--- config.mk ---
export PLATFORM = sky130hd
export DESIGN_NAME = token_bucket_rate_limiter_top
export DESIGN_NICKNAME = d
export VERILOG_FILES = /design/src/design/tbrl_pkg.sv /design/src/design/token_bucket_rate_limiter_top.sv
export VERILOG_INCLUDE_DIRS = /design/src /design/src/design
export SDC_FILE = /design/constraint.sdc
export NUM_CORES = 1
export LEC_CHECK = 0
export BUFFER_PORTS_ARGS = -buffer_cell sky130_fd_sc_hd__clkbuf_2
export CAP_MARGIN = 0
export CELL_PAD_IN_SITES_DETAIL_PLACEMENT = 1
export CELL_PAD_IN_SITES_GLOBAL_PLACEMENT = 2
export CORE_MARGIN = 4
export CORE_UTILIZATION = 37
export CTS_CLUSTER_SIZE = 24
export DETAILED_ROUTE_END_ITERATION = 16
export GPL_ROUTABILITY_DRIVEN = 0
export PLACE_DENSITY_LB_ADDON = 0.1
export SYNTH_ARGS = -nofsm -noshare
export SYNTH_HDL_FRONTEND = slang
export SYNTH_SLANG_ARGS = --single-unit
--- constraint.sdc ---
create_clock -name clk -period 12.2 [get_ports clk]
set_input_delay 0.61 -clock clk [delete_from_list [all_inputs] [get_ports clk]]
set_output_delay 0.61 -clock clk [all_outputs]
set_load 0.03 [all_outputs]
--- src/design/token_bucket_rate_limiter_top_defines.svh ---
// assertion macros for the token bucket rate limiter
// used by token_bucket_rate_limiter_top, expects clk and rst_n in scope
`ifndef TOKEN_BUCKET_RATE_LIMITER_TOP_DEFINES_SVH
`define TOKEN_BUCKET_RATE_LIMITER_TOP_DEFINES_SVH

// checked only outside reset
`define TBRL_ASSERT(name, prop, msg) \
  name: assert property (@(posedge clk) disable iff (!rst_n) prop) else $error(msg);

// checked at every edge, reset included
`define TBRL_ASSERT_ALWAYS(name, prop, msg) \
  name: assert property (@(posedge clk) prop) else $error(msg);

`endif

--- src/design/tbrl_pkg.sv ---
// types and constants for the token bucket rate limiter
// no dependencies
`default_nettype none

package tbrl_pkg;

  typedef enum logic [2:0] {
    REQ_TICK          = 3'd0,
    REQ_TRY_TAKE      = 3'd1,
    REQ_ACQUIRE       = 3'd2,
    REQ_TIMED_ACQUIRE = 3'd3,
    REQ_RESET         = 3'd4,
    REQ_QUERY         = 3'd5
  } req_type_t;

  typedef enum logic [2:0] {
    STAT_GRANTED   = 3'd0,
    STAT_REFUSED   = 3'd1,
    STAT_TIMED_OUT = 3'd2,
    STAT_BUSY      = 3'd3,
    STAT_REPORT    = 3'd4
  } status_t;

  typedef enum logic [2:0] {
    CFG_REFILL_INTERVAL = 3'd0,
    CFG_MAX_TOKENS      = 3'd1,
    CFG_INITIAL_TOKENS  = 3'd2,
    CFG_WAIT_LIMIT_EN   = 3'd3,
    CFG_WAIT_LIMIT_MS   = 3'd4
  } cfg_index_t;

  typedef struct packed {
    logic [2:0]  req_type;
    logic [31:0] wait_ms;
  } tbrl_in_t;

  typedef struct packed {
    logic [2:0]  status;
    logic [15:0] tokens_left;
  } tbrl_out_t;

  localparam logic [15:0] RST_REFILL_INTERVAL = 16'd1000;
  localparam logic [15:0] RST_MAX_TOKENS      = 16'd10;
  localparam logic [15:0] RST_INITIAL_TOKENS  = 16'd10;
  localparam logic        RST_WAIT_LIMIT_EN   = 1'b0;
  localparam logic [31:0] RST_WAIT_LIMIT_MS   = 32'd0;

endpackage

`default_nettype wire

--- src/design/token_bucket_rate_limiter_top.sv ---
// a request waits in the input register, then its result goes to the output register
// throughput: one request or tick per cycle, output register stalls only on out_ready low
// requests causing no result (plain ticks, failed retries, unused codes) leave no output
// reset: synchronous active low, restores control registers, full bucket of initial tokens
// depends on tbrl_pkg and token_bucket_rate_limiter_top_defines.svh
`default_nettype none

`include "token_bucket_rate_limiter_top_defines.svh"

module token_bucket_rate_limiter_top
  import tbrl_pkg::*;
#(
  parameter int TOKEN_BITS = 16,
  parameter int WAIT_BITS  = 32
) (
  input  wire logic        clk,
  input  wire logic        rst_n,
  input  wire logic        in_valid,
  output      logic        in_ready,
  input  wire tbrl_in_t    in_data,
  output      logic        out_valid,
  input  wire logic        out_ready,
  output      tbrl_out_t   out_data,
  input  wire logic        cfg_wr_en,
  input  wire logic [2:0]  cfg_index,
  input  wire logic [31:0] cfg_wr_data
);

  localparam int TW = (TOKEN_BITS > 16) ? TOKEN_BITS : 16;
  localparam int SW = TW + 1;
  localparam logic [63:0] WAIT_MAX = {64{1'b1}} >> (64 - WAIT_BITS);

  // configuration
  logic [15:0] cfg_interval_r;
  logic [15:0] cfg_max_r;
  logic [15:0] cfg_init_r;
  logic        cfg_wait_en_r;
  logic [31:0] cfg_wait_ms_r;

  // state
  logic [TOKEN_BITS-1:0] token_count_r, token_count_nxt;
  logic [15:0]           partial_ms_r, partial_ms_nxt;
  logic [15:0]           whole_intervals_r, whole_intervals_nxt;
  logic                  wait_pending_r, wait_pending_nxt;
  logic                  wait_bounded_r, wait_bounded_nxt;
  logic [WAIT_BITS-1:0]  wait_remaining_r, wait_remaining_nxt;

  // input register and output register
  logic        s1_valid_r;
  tbrl_in_t    s1_req_r;
  logic        out_valid_r;
  tbrl_out_t   out_data_r;

  logic        s1_adv;
  logic        s1_fire;
  logic        emit;
  status_t     emit_status;
  logic [15:0] tokens_ext;

  logic [TW-1:0]         max_ext;
  logic [TW-1:0]         init_ext;
  logic [TW-1:0]         tok_ext;
  logic [TOKEN_BITS-1:0] cap;
  logic [TOKEN_BITS-1:0] init_tok;

  function automatic logic [TOKEN_BITS-1:0] refill_tok(
    input logic [TOKEN_BITS-1:0] tok,
    input logic [15:0]           whole,
    input logic [TOKEN_BITS-1:0] ceil
  );
    logic [SW-1:0] sum;
    sum = SW'(tok) + SW'(whole);
    refill_tok = (sum < SW'(ceil)) ? sum[TOKEN_BITS-1:0] : ceil;
  endfunction

  function automatic logic [WAIT_BITS-1:0] clip_wait(input logic [31:0] w);
    logic [63:0] w64;
    w64 = 64'(w);
    clip_wait = (w64 > WAIT_MAX) ? WAIT_MAX[WAIT_BITS-1:0] : w64[WAIT_BITS-1:0];
  endfunction

  assign max_ext  = TW'(cfg_max_r);
  assign init_ext = TW'(cfg_init_r);
  assign cap      = max_ext[TOKEN_BITS-1:0];
  assign init_tok = init_ext[TOKEN_BITS-1:0];

  assign s1_adv    = !out_valid_r || out_ready;
  assign s1_fire   = s1_valid_r && s1_adv;
  assign in_ready  = !s1_valid_r || s1_adv;
  assign out_valid = out_valid_r;
  assign out_data  = out_data_r;

  // request processing
  always_comb begin
    logic [15:0]          lim;
    logic [15:0]          part_inc;
    logic                 bounded;
    logic [31:0]          wsel;
    logic                 timeout;
    token_count_nxt     = token_count_r;
    partial_ms_nxt      = partial_ms_r;
    whole_intervals_nxt = whole_intervals_r;
    wait_pending_nxt    = wait_pending_r;
    wait_bounded_nxt    = wait_bounded_r;
    wait_remaining_nxt  = wait_remaining_r;
    emit        = 1'b0;
    emit_status = STAT_REPORT;
    lim         = (cfg_interval_r == 16'd0) ? 16'd1 : cfg_interval_r;
    part_inc    = partial_ms_r + 16'd1;
    bounded     = 1'b0;
    wsel        = '0;
    timeout     = 1'b0;
    if (s1_fire) begin
      if (s1_req_r.req_type == REQ_TICK) begin
        if (part_inc >= lim) begin
          partial_ms_nxt = '0;
          if (whole_intervals_r != 16'hFFFF) begin
            whole_intervals_nxt = whole_intervals_r + 16'd1;
          end
        end else begin
          partial_ms_nxt = part_inc;
        end
        if (wait_pending_r) begin
          if (wait_bounded_r) begin
            wait_remaining_nxt = wait_remaining_r - WAIT_BITS'(1);
            if (wait_remaining_nxt == '0) begin
              timeout = 1'b1;
            end
          end
          if (timeout) begin
            wait_pending_nxt = 1'b0;
            wait_bounded_nxt = 1'b0;
            emit             = 1'b1;
            emit_status      = STAT_TIMED_OUT;
          end else begin
            if (whole_intervals_nxt != 16'd0) begin
              token_count_nxt     = refill_tok(token_count_r, whole_intervals_nxt, cap);
              whole_intervals_nxt = '0;
              partial_ms_nxt      = '0;
            end
            if (token_count_nxt != '0) begin
              token_count_nxt    = token_count_nxt - TOKEN_BITS'(1);
              wait_pending_nxt   = 1'b0;
              wait_bounded_nxt   = 1'b0;
              wait_remaining_nxt = '0;
              emit               = 1'b1;
              emit_status        = STAT_GRANTED;
            end
          end
        end
      end else if (s1_req_r.req_type <= REQ_QUERY) begin
        emit = 1'b1;
        if (wait_pending_r) begin
          emit_status = STAT_BUSY;
        end else begin
          unique case (s1_req_r.req_type)
            REQ_RESET: begin
              token_count_nxt     = init_tok;
              partial_ms_nxt      = '0;
              whole_intervals_nxt = '0;
              emit_status         = STAT_REPORT;
            end
            REQ_QUERY: begin
              emit_status = STAT_REPORT;
            end
            default: begin
              // try, plain acquire and timed acquire
              bounded = (s1_req_r.req_type == REQ_TIMED_ACQUIRE) ||
                        ((s1_req_r.req_type == REQ_ACQUIRE) && cfg_wait_en_r);
              wsel    = (s1_req_r.req_type == REQ_TIMED_ACQUIRE) ? s1_req_r.wait_ms
                                                                  : cfg_wait_ms_r;
              if (bounded && (wsel == 32'd0)) begin
                emit_status = STAT_TIMED_OUT;
              end else begin
                if (whole_intervals_r != 16'd0) begin
                  token_count_nxt     = refill_tok(token_count_r, whole_intervals_r, cap);
                  whole_intervals_nxt = '0;
                  partial_ms_nxt      = '0;
                end
                if (token_count_nxt != '0) begin
                  token_count_nxt = token_count_nxt - TOKEN_BITS'(1);
                  emit_status     = STAT_GRANTED;
                end else if (s1_req_r.req_type == REQ_TRY_TAKE) begin
                  emit_status = STAT_REFUSED;
                end else begin
                  emit               = 1'b0;
                  wait_pending_nxt   = 1'b1;
                  wait_bounded_nxt   = bounded;
                  wait_remaining_nxt = bounded ? clip_wait(wsel) : '0;
                end
              end
            end
          endcase
        end
      end
    end
  end

  assign tok_ext    = TW'(token_count_nxt);
  assign tokens_ext = tok_ext[15:0];

  // configuration registers
  always_ff @(posedge clk) begin
    if (!rst_n) begin
      cfg_interval_r <= RST_REFILL_INTERVAL;
      cfg_max_r      <= RST_MAX_TOKENS;
      cfg_init_r     <= RST_INITIAL_TOKENS;
      cfg_wait_en_r  <= RST_WAIT_LIMIT_EN;
      cfg_wait_ms_r  <= RST_WAIT_LIMIT_MS;
    end else if (cfg_wr_en) begin
      unique case (cfg_index)
        CFG_REFILL_INTERVAL: cfg_interval_r <= cfg_wr_data[15:0];
        CFG_MAX_TOKENS:      cfg_max_r      <= cfg_wr_data[15:0];
        CFG_INITIAL_TOKENS:  cfg_init_r     <= cfg_wr_data[15:0];
        CFG_WAIT_LIMIT_EN:   cfg_wait_en_r  <= cfg_wr_data[0];
        CFG_WAIT_LIMIT_MS:   cfg_wait_ms_r  <= cfg_wr_data;
        default: ;
      endcase
    end
  end

  // limiter state
  always_ff @(posedge clk) begin
    if (!rst_n) begin
      token_count_r     <= TOKEN_BITS'(RST_INITIAL_TOKENS);
      partial_ms_r      <= '0;
      whole_intervals_r <= '0;
      wait_pending_r    <= 1'b0;
      wait_bounded_r    <= 1'b0;
      wait_remaining_r  <= '0;
    end else begin
      token_count_r     <= token_count_nxt;
      partial_ms_r      <= partial_ms_nxt;
      whole_intervals_r <= whole_intervals_nxt;
      wait_pending_r    <= wait_pending_nxt;
      wait_bounded_r    <= wait_bounded_nxt;
      wait_remaining_r  <= wait_remaining_nxt;
    end
  end

  // input register
  always_ff @(posedge clk) begin
    if (!rst_n) begin
      s1_valid_r <= 1'b0;
    end else if (in_ready) begin
      s1_valid_r <= in_valid;
    end
  end

  always_ff @(posedge clk) begin
    if (in_valid && in_ready) begin
      s1_req_r <= in_data;
    end
  end

  // output register
  always_ff @(posedge clk) begin
    if (!rst_n) begin
      out_valid_r <= 1'b0;
    end else if (s1_fire && emit) begin
      out_valid_r <= 1'b1;
    end else if (out_ready) begin
      out_valid_r <= 1'b0;
    end
  end

  always_ff @(posedge clk) begin
    if (s1_fire && emit) begin
      out_data_r.status      <= emit_status;
      out_data_r.tokens_left <= tokens_ext;
    end
  end

  `TBRL_ASSERT(a_bounded_wait_nonzero,
    (wait_pending_r && wait_bounded_r |-> wait_remaining_r != '0),
    "bounded wait pending with zero time left")
  `TBRL_ASSERT(a_bounded_needs_pending,
    (!wait_pending_r |-> !wait_bounded_r),
    "bounded flag set without a pending acquire")
  `TBRL_ASSERT(a_stall_holds_request,
    (s1_valid_r && !s1_adv |=> s1_valid_r && $stable(s1_req_r)),
    "stalled request lost or changed")
  `TBRL_ASSERT(a_ready_low_only_on_stall,
    (!in_ready |-> out_valid_r && !out_ready && s1_valid_r),
    "input stalled without output backpressure")
  `TBRL_ASSERT_ALWAYS(a_reset_clears_output,
    (!rst_n |=> !out_valid_r && !wait_pending_r),
    "reset left a result or pending acquire")

endmodule

`default_nettype wire

==> flow_results.org <==
** Synthesis
- After synthesis, the mean cell area works out to 7.46 um2.
- The synthesized netlist occupies a cell area of 16500 um2.
- Counting flops with an async set or reset pin after synthesis yields a share of 0%.
- In the synthesized netlist, the number of instances is ~2200.
- Top FF cell, synth :: dfxtp_1
- Yosys warning count :: 0
- Counting every net in the synthesized netlist gives 2370.
- The synthesized netlist devotes 3.19% of its cell area to XOR and XNOR gates.
- After synthesis, the share of cell area in mux cells is about 2.3%.
- Simple-gate share of the synthesized area :: a little over a quarter
- By area, the combinational part of the netlist is dominated by simple AND/OR/NAND/NOR gates.
- Summing the areas of all compound-gate instances in the mapped netlist gives 25.6% of the synthesized area.
- Adder-cell share of the synthesized area :: 6.70%
- Seq/Total Area, Yosys :: between 20 and 30%
- After synthesis the netlist holds a flip-flop and latch count of 219.
- Synth cell types :: 97
- Counting flops with a built-in enable in the synthesized netlist gives 54.

** Setup path
- Destination of the worst register-to-register timing path :: wait_remaining_r[1]
- R2R setup slack :: 1.31 ns
- Critical path peak fanout :: 50
- For the worst setup path, the data arrival time is 11.39 ns.
- Critical-path cell with the highest stage delay :: o21ai_1
- R2r worst-path depth :: 39
- Data on the critical path is required at its endpoint by 12.70 ns.
- The worst setup path is launched from a flip-flop.
- Type of the worst setup path :: reg -> reg
- Startpoint of the worst-slack reg-to-reg timing path :: partial_ms_r[0]
- The largest single stage delay on the critical path is 0.82 ns.
- Critical Path Sink Type :: flip-flop
- By instance count, the cell type seen most on the critical path is and3_1.

** Cells and area
- The library cell used most frequently in the layout, excluding fill and tap cells, is nand2_1.
- For this run, the share of the core covered by cells in the final layout is between 40% and 50%.
- At the end of the flow, the number of nets in the layout was roughly 2400.
- Of the cells placed in the final design, the portion with a size suffix greater than 1 is 10.1%.
- The area growth from synthesis to layout is 11.4%.
- After routing the design area is 18300 um2.
- Leaving out fill and tap cells, the most frequent cells in the layout are nand2_1 (333), a21oi_1 (242), nor2_1 (175).
- The finished layout holds 2848 standard cells, fillers aside.

** STA
- Setup TNS Final :: 0 ns
- Final number of max-transition violations :: 0
- On the final layout, the worst clock skew is about 0.022 ns.
- Final Hold Viols :: 0
- Setup violations remaining at the end of the flow were counted as 0.
- Of the available clock period, the critical path in the final layout requires a little under 90%.
- Shortest clock period the worst path allows after layout :: 10.89 ns
- Setup repair after global routing missed its margin :: no
- Worst Max-Slew Pin Slew :: around 1.2 ns
- F_max :: 91.8 MHz
- In the post-route analysis, the smallest setup slack over all paths is 1.31 ns.
- The worst pin sits at a relative slew slack of a little under a fifth.

** Drt
- Length of the first detailed-routing pass in iterations :: 5
- In the routed design, unresolved DRC markers number 0.
- Antenna-violating nets left :: 0
- Vias after detailed routing :: 17377
- Using the TritonRoute via totals, the vias-per-cell ratio works out to just over 6.
- Total Routed Length :: around 69 mm
- In the final routed layout, each cell accounts on average for 24.1 um.
- First-iteration detailed-routing DRC count :: 1279

** Place
- Including well taps, the total number of placed cells is 2795.
- Port buffering added 95 buffers.
- Prior to clock tree synthesis, the placed netlist has a worst setup slack of 1.61 ns.
- Cell area after placement :: 17400 um2
- Once detailed placement completed, the half-perimeter wirelength came to 52.4 mm.

** Run status
- Status :: completed

** Clock tree
- Post-CTS Hold Buffers :: 0
- Depth of the CTS H-tree :: 1
- Number of CTS-inserted buffers :: 28
- TritonCTS sink count :: between 200 and 250
- Clock tree from TritonCTS :: done
- Gates resized during post-CTS repair numbered 0.
- Postcts setup bufs :: 0
- After clock tree synthesis, the clock-pin slew on the worst setup and hold paths is 0.06 ns.
- In this run the deepest clock path goes through 3 buffers.
- In this run the clock root is driven by a clkbuf_16.
- At the later pin of the worst-skew pair, clock insertion delay measures 0.57 ns.

** Flow run
- Number of maximum-capacitance constraint violations :: 0

** Hold path
- Counting instances, the worst hold path has a depth of 1.
- Classification of the worst-slack hold path :: in -> reg
- Terminating pin of the worst hold path :: s1_req_r[18]
- Launch point of the worst hold path :: in_data[18]

** Power
- Summed over all cells, the static leakage comes to 0.00700 uW.
- Worst IR drop on VDD :: 85.7 uV
- For this design the ratio of total power to cell area is between 100 and 150 nW/um2.

** Global route
- Antenna violations before repair :: 1
- Final global-route overflow total :: 0
- Global routing consumed, over all layers together, 27.9% of the routing resources.
- The first global-routing pass estimated 105 mm of wire.
- The via count of the first global-routing pass is 17404.
- Maximum number of pins on one net before global-route repair :: 95

** Die
- IO Pins :: 96
- Horiz. Die Dim :: 219 um
- Once the floorplan was initialized, standard cells occupied 37.3% of the core.
- After floorplanning, the core was divided into 77 placement rows.
- Area of the core :: 44100 um2
- Area enclosed by the die boundary :: 47900 um2
- The die is 219 um tall.
## per-layer routing
metal  global-route usage (%)  wire length (um)  vias to the layer above
met5                        0                 0                        -
met3                     2.87              3230                      108
li1                         -                 -                     8180
met4                     8.59              2350                        0
met2                     48.7             33200                      504
met1                     36.4             29800                     8585
## flip-flops by register name, summed over array words and instances, names as in the netlist
register and cells:
cfg_interval_r 16, whole_intervals_r 16, wait_bounded_r 1, partial_ms_r 16, out_data 19, s1_valid_r 1
s1_req_r 35, wait_remaining_r 32, token_count_r 16, cap 16, cfg_wait_ms_r 32, cfg_wait_en_r 1
cfg_init_r 16, wait_pending_r 1, out_valid 1
## area by class of cell
cell class / instances / area [um2]
Tap cell: 592 / 741
Fill cell: 5553 / 25800
Clock inverter: 13 / 155
Timing Repair Buffer: 130 / 738
Antenna cell: 1 / 2.50
Sequential cell: 219 / 4920
Inverter: 64 / 243
Multi-Input combinational cell: 1790 / 10700
Clock buffer: 39 / 803
## worst max-delay path: cells and delay by family (launching register included)
family / cells / cell delay (ns)
adders and majority gates: 4 / 1.29
xor gates and xnor gates: 1 / 0.16
AOI/OAI and AO/OA: 15 / 4.94
buffers and inverters: 1 / 0.11
DFF: 1 / 0.40
muxes: 2 / 0.48
and+or+nand+nor: 16 / 3.37
## Yosys cell counts (all sizes together), types with 26 or more instances
library cell | number | share of area (%)
nand2 | 333 | 7.6
a21oi | 244 | 7.5
nor2 | 178 | 4.1
dfxtp | 165 | 20
o21ai | 165 | 5.0
clkbuf | 105 | 2.4
ha | 85 | 6.5
nand3 | 74 | 2.2
nor3 | 74 | 2.3
inv | 64 | 1.5
edfxtp | 54 | 9.8
nor4 | 40 | 1.6
a31oi | 35 | 1.4
and3 | 34 | 1.3
xnor2 | 34 | 1.8
o211ai | 33 | 1.5
mux2i | 32 | 1.9
buf | 30 | 1.1
nand4 | 28 | 1.1
xor2 | 26 | 1.4
## per-stage QoR
| step | total power [uW] | hold WS [ns] |
|---|---|---|
| 3_5_place_dp | 1140 | 0.445 |
| 4_1_cts | 2010 | 0.191 |
| 6_report | 2000 | 0.213 |
| 3_3_place_gp | 1130 | 0.443 |
| 5_1_grt | 2080 | 0.196 |
| 2_1_floorplan | 1020 | 0.432 |
## power breakdown
part | switching [uW] | internal (uW)
registers | 18.1 | 765
logic | 240 | 111
clock network | 343 | 523
total | 602 | 1400
## how the worst max path moves through the flow
stage	from	to	slack [ns]
finish	partial_ms_r[0]	wait_remaining_r[1]	1.31
global route	partial_ms_r[0]	wait_remaining_r[13]	0.46
CTS	partial_ms_r[0]	wait_remaining_r[1]	1.49
detailed placement	partial_ms_r[0]	wait_remaining_r[22]	1.61
global placement	partial_ms_r[0]	wait_remaining_r[1]	2.04
floorplan	partial_ms_r[0]	out_data[0]	2.50
## kinds of logic (layout without fill, tap and decap cells)
logic type | after synthesis | after routing
xor gates and xnor gates | 60 | 60
DFF | 219 | 219
AOI/OAI and AO/OA | 679 | 679
buffers and inverters | 199 | 246
adders and majority gates | 87 | 87
muxes | 37 | 37
and+or+nand+nor | 927 | 927
other | 0 | 1
Note: power is estimated with default switching activity, not from simulation.
